==> src/design/lshrt_pkg.sv <==
// ----------------------------------------------------------------------------
// lshrt_pkg
// Shared types and constants of the LSH reservoir table engine: item kinds,
// controller states, field widths and the command and status groups.
// ----------------------------------------------------------------------------
package lshrt_pkg;

	localparam int NUM_TABLES_DEF  = 4;
	localparam int NUM_BUCKETS_DEF = 1024;
	localparam int SLOT_DEPTH_DEF  = 32;
	localparam int RAND_DEPTH_DEF  = 1024;

	localparam int IN_DATA_W  = 152;
	localparam int OUT_DATA_W = 72;
	localparam int MODE_W     = 3;

	localparam int SIZE_W  = 6;
	localparam int LIMIT_W = 11;
	localparam int IDX_W   = 5;
	localparam int WORD_W  = 32;

	localparam int SIZE_RESET  = 32;
	localparam int LIMIT_RESET = 1024;

	// The live reservoir size never exceeds the width of slot_index.
	localparam int SIZE_CAP = 32;

	typedef enum logic [MODE_W-1:0] {
		MODE_INSERT  = 3'd0,
		MODE_READ    = 3'd1,
		MODE_LOAD    = 3'd2,
		MODE_ADVANCE = 3'd3,
		MODE_CLEAR   = 3'd4
	} mode_t;

	// Register indexes on the configuration port (paddr[2]).
	localparam logic REG_SIZE  = 1'b0;
	localparam logic REG_LIMIT = 1'b1;

	typedef enum logic [2:0] {
		ST_CLEAR,
		ST_IDLE,
		ST_CALC,
		ST_INS,
		ST_ROUT,
		ST_ZERO
	} state_t;

	typedef struct packed {
		logic clr;        // zero one row of the count and slot stores
		logic take;       // input item accepted
		logic upd;        // write the bumped count, read the random table
		logic ins_emit;   // store the id and deliver the insert result
		logic rd_emit;    // deliver one slot of a bucket read
		logic zero_emit;  // deliver the result of an out-of-range address
	} cmd_t;

	typedef struct packed {
		logic clr_done;
		logic in_ins;
		logic in_rd;
		logic in_range;
		logic out_free;
		logic rd_last;
	} sts_t;

endpackage

==> src/design/lshrt_ctrl.sv <==
// ----------------------------------------------------------------------------
// lshrt_ctrl
// Controller of the engine: sequences the clearing pass, the insert
// read-modify-write, the slot-by-slot bucket read and out-of-range results.
// ----------------------------------------------------------------------------
module lshrt_ctrl import lshrt_pkg::*; (
	input  logic clk,
	input  logic arst_n,
	input  logic s_tvalid,
	output logic s_tready,
	input  sts_t sts,
	output cmd_t cmd
);

	state_t state_q;
	state_t state_nxt;

	always_ff @(posedge clk or negedge arst_n) begin
		if (!arst_n) begin
			state_q <= ST_CLEAR;
		end else begin
			state_q <= state_nxt;
		end
	end

	always_comb begin
		state_nxt = state_q;
		unique case (state_q)
			ST_CLEAR: begin
				if (sts.clr_done) begin
					state_nxt = ST_IDLE;
				end
			end
			ST_IDLE: begin
				if (s_tvalid) begin
					if ((sts.in_ins || sts.in_rd) && !sts.in_range) begin
						state_nxt = ST_ZERO;
					end else if (sts.in_ins) begin
						state_nxt = ST_CALC;
					end else if (sts.in_rd) begin
						state_nxt = ST_ROUT;
					end
				end
			end
			ST_CALC: begin
				state_nxt = ST_INS;
			end
			ST_INS: begin
				if (sts.out_free) begin
					state_nxt = ST_IDLE;
				end
			end
			ST_ROUT: begin
				if (sts.out_free && sts.rd_last) begin
					state_nxt = ST_IDLE;
				end
			end
			ST_ZERO: begin
				if (sts.out_free) begin
					state_nxt = ST_IDLE;
				end
			end
			default: begin
				state_nxt = ST_IDLE;
			end
		endcase
	end

	always_comb begin
		cmd      = '0;
		s_tready = 1'b0;
		unique case (state_q)
			ST_CLEAR: begin
				cmd.clr = 1'b1;
			end
			ST_IDLE: begin
				s_tready = 1'b1;
				cmd.take = s_tvalid;
			end
			ST_CALC: begin
				cmd.upd = 1'b1;
			end
			ST_INS: begin
				cmd.ins_emit = sts.out_free;
			end
			ST_ROUT: begin
				cmd.rd_emit = sts.out_free;
			end
			ST_ZERO: begin
				cmd.zero_emit = sts.out_free;
			end
			default: begin
				cmd = '0;
			end
		endcase
	end

endmodule

==> config.mk <==
export PLATFORM = sky130hd
export DESIGN_NAME = lshrt_ctrl
export DESIGN_NICKNAME = d
export VERILOG_FILES = /design/src/design/lshrt_pkg.sv /design/src/design/lshrt_ctrl.sv
export SDC_FILE = /design/constraint.sdc
export NUM_CORES = 1
export LEC_CHECK = 0
export ABC_CLOCK_PERIOD_IN_PS = 4260
export BUFFER_PORTS_ARGS = -buffer_cell sky130_fd_sc_hd__buf_2
export CAP_MARGIN = 0
export CORE_AREA = 2 2 39 41
export DETAILED_ROUTE_END_ITERATION = 10
export DIE_AREA = 0 0 41 43
export GPL_ROUTABILITY_DRIVEN = 1
export PLACE_DENSITY_LB_ADDON = 0.15
export SETUP_SLACK_MARGIN = 0.4
export SLEW_MARGIN = 30
export SYNTH_ARGS = -nofsm -noshare
export SYNTH_HDL_FRONTEND = slang
export SYNTH_SLANG_ARGS = --single-unit
==> constraint.sdc <==
create_clock -name clk -period 4.26 [get_ports clk]
set_clock_uncertainty 0.15 [all_clocks]
set_input_delay 0.213 -clock clk [delete_from_list [all_inputs] [get_ports clk]]
set_output_delay 0.213 -clock clk [all_outputs]
set_load 0.01 [all_outputs]
==> out/metrics.yaml <==
layout:
  layout.nets: 59
  top_register: "state_q"
  drive_gt1_share_pct: 49.0
  area_delta_synth_final_pct: 37.7
  instances_no_fill: 65
  reg_top3: "state_q (3)"
  largest_reg_flops: 3
  final_common_cell: "buf_2"
  mostFrequentLayoutCells: "15 x buf_2, 3 x nor2_1, 3 x clkbuf_4, 3 x dfrtp_1"
  fillers: 156
  num_antenna_cells: 0
synth:
  synth_flop_cell: "dfrtp_1"
  avgSynthCellArea_sq_um: 9.03
  ys_warn_count: 0
  yosys.cell_types.count: 22
  synth-seq-cells: 3
  async_flop_share_pct: 100
  syn-num-nets: 41
  synth_enable_flop_cells: 0
  synth.cell_area_sq_um: 289
  ys_seq_area_share_pct: 26.0
  synthesis.instances: 32
critical_path:
  r2r_start: "state_q[0]$_DFFE_PN0P_"
  r2r_setup_slack_ps: 2350
  required_ps: 4220
  start_kind: "flop"
  endpoint_kind: "flop"
  cp_data_arrival_time_ps: 1860
  r2r_cells: 4
  startpoint: "state_q[0]$_DFFE_PN0P_"
  path_max_fanout: 13
  reg2reg_to: "state_q[0]$_DFFE_PN0P_"
  crit_end: "state_q[0]$_DFFE_PN0P_"
  path_class: "reg -> reg"
hold_path:
  hold_path.class: "in -> async"
power:
  leakagePower_nw: 0.194
  ir_drop_v: 0.000157
  p_per_area_mw_per_mm2: 656
  power.total_uw: 261
run_status:
  status: "finished clean"
global_route:
  grt_overflow: 0
  antenna_found_initial: 0
  track_usage_pct: 8.84
  grt_max_degree: 14
  grt_first_pass_wirelength_microns: 1040
  grt_pass1_vias: 249
clock_network:
  clk_latency_ps: 230
  cts_root_buf: "clkbuf_4"
  cts.path.max_buffers: 2
  htree_levels: 1
  cts_setup_buffers: 0
  cts_made_buffers: 3
  clkTransAtPathRegs_ps: 40
  cts_tree: "yes"
  clkSinkCount: 3
die:
  row_count: 14
  dieHeight_microns: 43
  dieWidth_microns: 41
  ioPinCount: 16
  start_util_pct: 20.9
  die_area_sq_mm: 0.00176
  coreArea_sq_mm: 0.00138
timing:
  maxSlewViolCount: 0
  setup_tns_ps: 0
  finalHoldViolCount: 0
  finalSetupViolCount: 0
  period_share_pct: 44.7
  slew_headroom_pct: 78.1
  fin_crit_ps: 1910
  fmax_ghz: 0.525
  rsz0062_at_grt: "no"
  worstMarginPinSlew_ps: 328
placement:
  io_buffers: 15
  placedCellCount: 60
  gp_congestion: 0.690
  hpwl_microns: 499
drt:
  via_count: 291
  viasPerCell: 4.48
  routed_wirelength_microns: 637
  drtAntennaViolNets: 0
  wl_per_cell_microns: 9.80
  drc: 0
  drtIter0Drc: 2
  first_pass_iters: 2
job:
  cap_violations: 0
## synthesized netlist by cell type (2+ instances only)
master | n | area, sq um
nand2b_1 | 2 | 12.5
a211oi_1 | 2 | 15.0
nor3_1 | 2 | 10.0
dfrtp_1 | 3 | 75.1
nand2_1 | 2 | 7.51
nor3b_1 | 2 | 15.0
mux2_4 | 2 | 30.0
nor2_1 | 3 | 11.3
## kinds of logic (layout without fill, tap and decap cells)
kind of cell,after synthesis,in the layout,share of synthesized area [%]
mux,2,2,10.4
buf+inv,3,20,7.79
simple gates,17,17,36.8
compound gates,7,7,19.0
flops,3,3,26.0
## timing repair
item                                   4_1_cts  5_1_grt
gates resized for setup                      0        0
hold buffers                                 1        0
setup endpoints to repair                    0        0
endpoints found under the hold margin        3        0
## power breakdown
part	switching (mW)	internal (mW)	total, mW
Combinational	0.0564	0.0841	0.140
Clock	0.0133	0.0350	0.0483
Sequential	0.0315	0.0409	0.0725
Total	0.101	0.160	0.261
## routing by layer
layer | share of wire (%) | global-route usage (%) | wire length, microns | vias to the layer above
li1 | - | - | - | 154
met1 | 45 | 11.3 | 287 | 126
met2 | 47 | 12.5 | 301 | 11
met3 | 7.5 | 3.66 | 48 | 0
met4 | 0 | 4.00 | 0 | 0
met5 | 0 | 0 | 0 | -
## final cells by class
cell class              instances  area (sq um)  share of cell area, %
multi-input cells              26           191                   48.1
flip-flops and latches          3          75.1                   18.9
clock buffers                   4          26.3                   6.60
repair buffers                 16          85.1                   21.4
well taps                      16          20.0                   5.03
## critical path: stages, from the launching register on
cell	delay [ps]
dfrtp_1	480
nor3b_2	230
a211o_1	280
a211o_2	340
mux2_4	300
## how the worst min path moves through the flow
stage,from,end,slack (ps),cells after the start
final,arst_n,state_q[2]$_DFFE_PN0P_,160,2
after global routing,arst_n,state_q[0]$_DFFE_PN0P_,170,2
after CTS,arst_n,state_q[1]$_DFFE_PN0P_,150,2
after detailed placement,arst_n,state_q[1]$_DFFE_PN0P_,-140,1
after global placement,arst_n,state_q[1]$_DFFE_PN0P_,-140,1
after floorplan,arst_n,state_q[0]$_DFFE_PN0P_,-230,0
## stage by stage
step | cell area (sq um) | hold slack [ps] | worst slack [ps] | util [%]
3_3_place_gp | 362 | -140 | 2340 | 26.1
4_1_cts | 398 | 153 | 2330 | 28.8
3_5_place_dp | 362 | -141 | 2330 | 26.1
5_1_grt | 398 | 166 | 2250 | 28.8
2_1_floorplan | 289 | -233 | 2530 | -
6_report | 398 | 159 | 2350 | 28.8
Power figures use the tool's default switching activity.
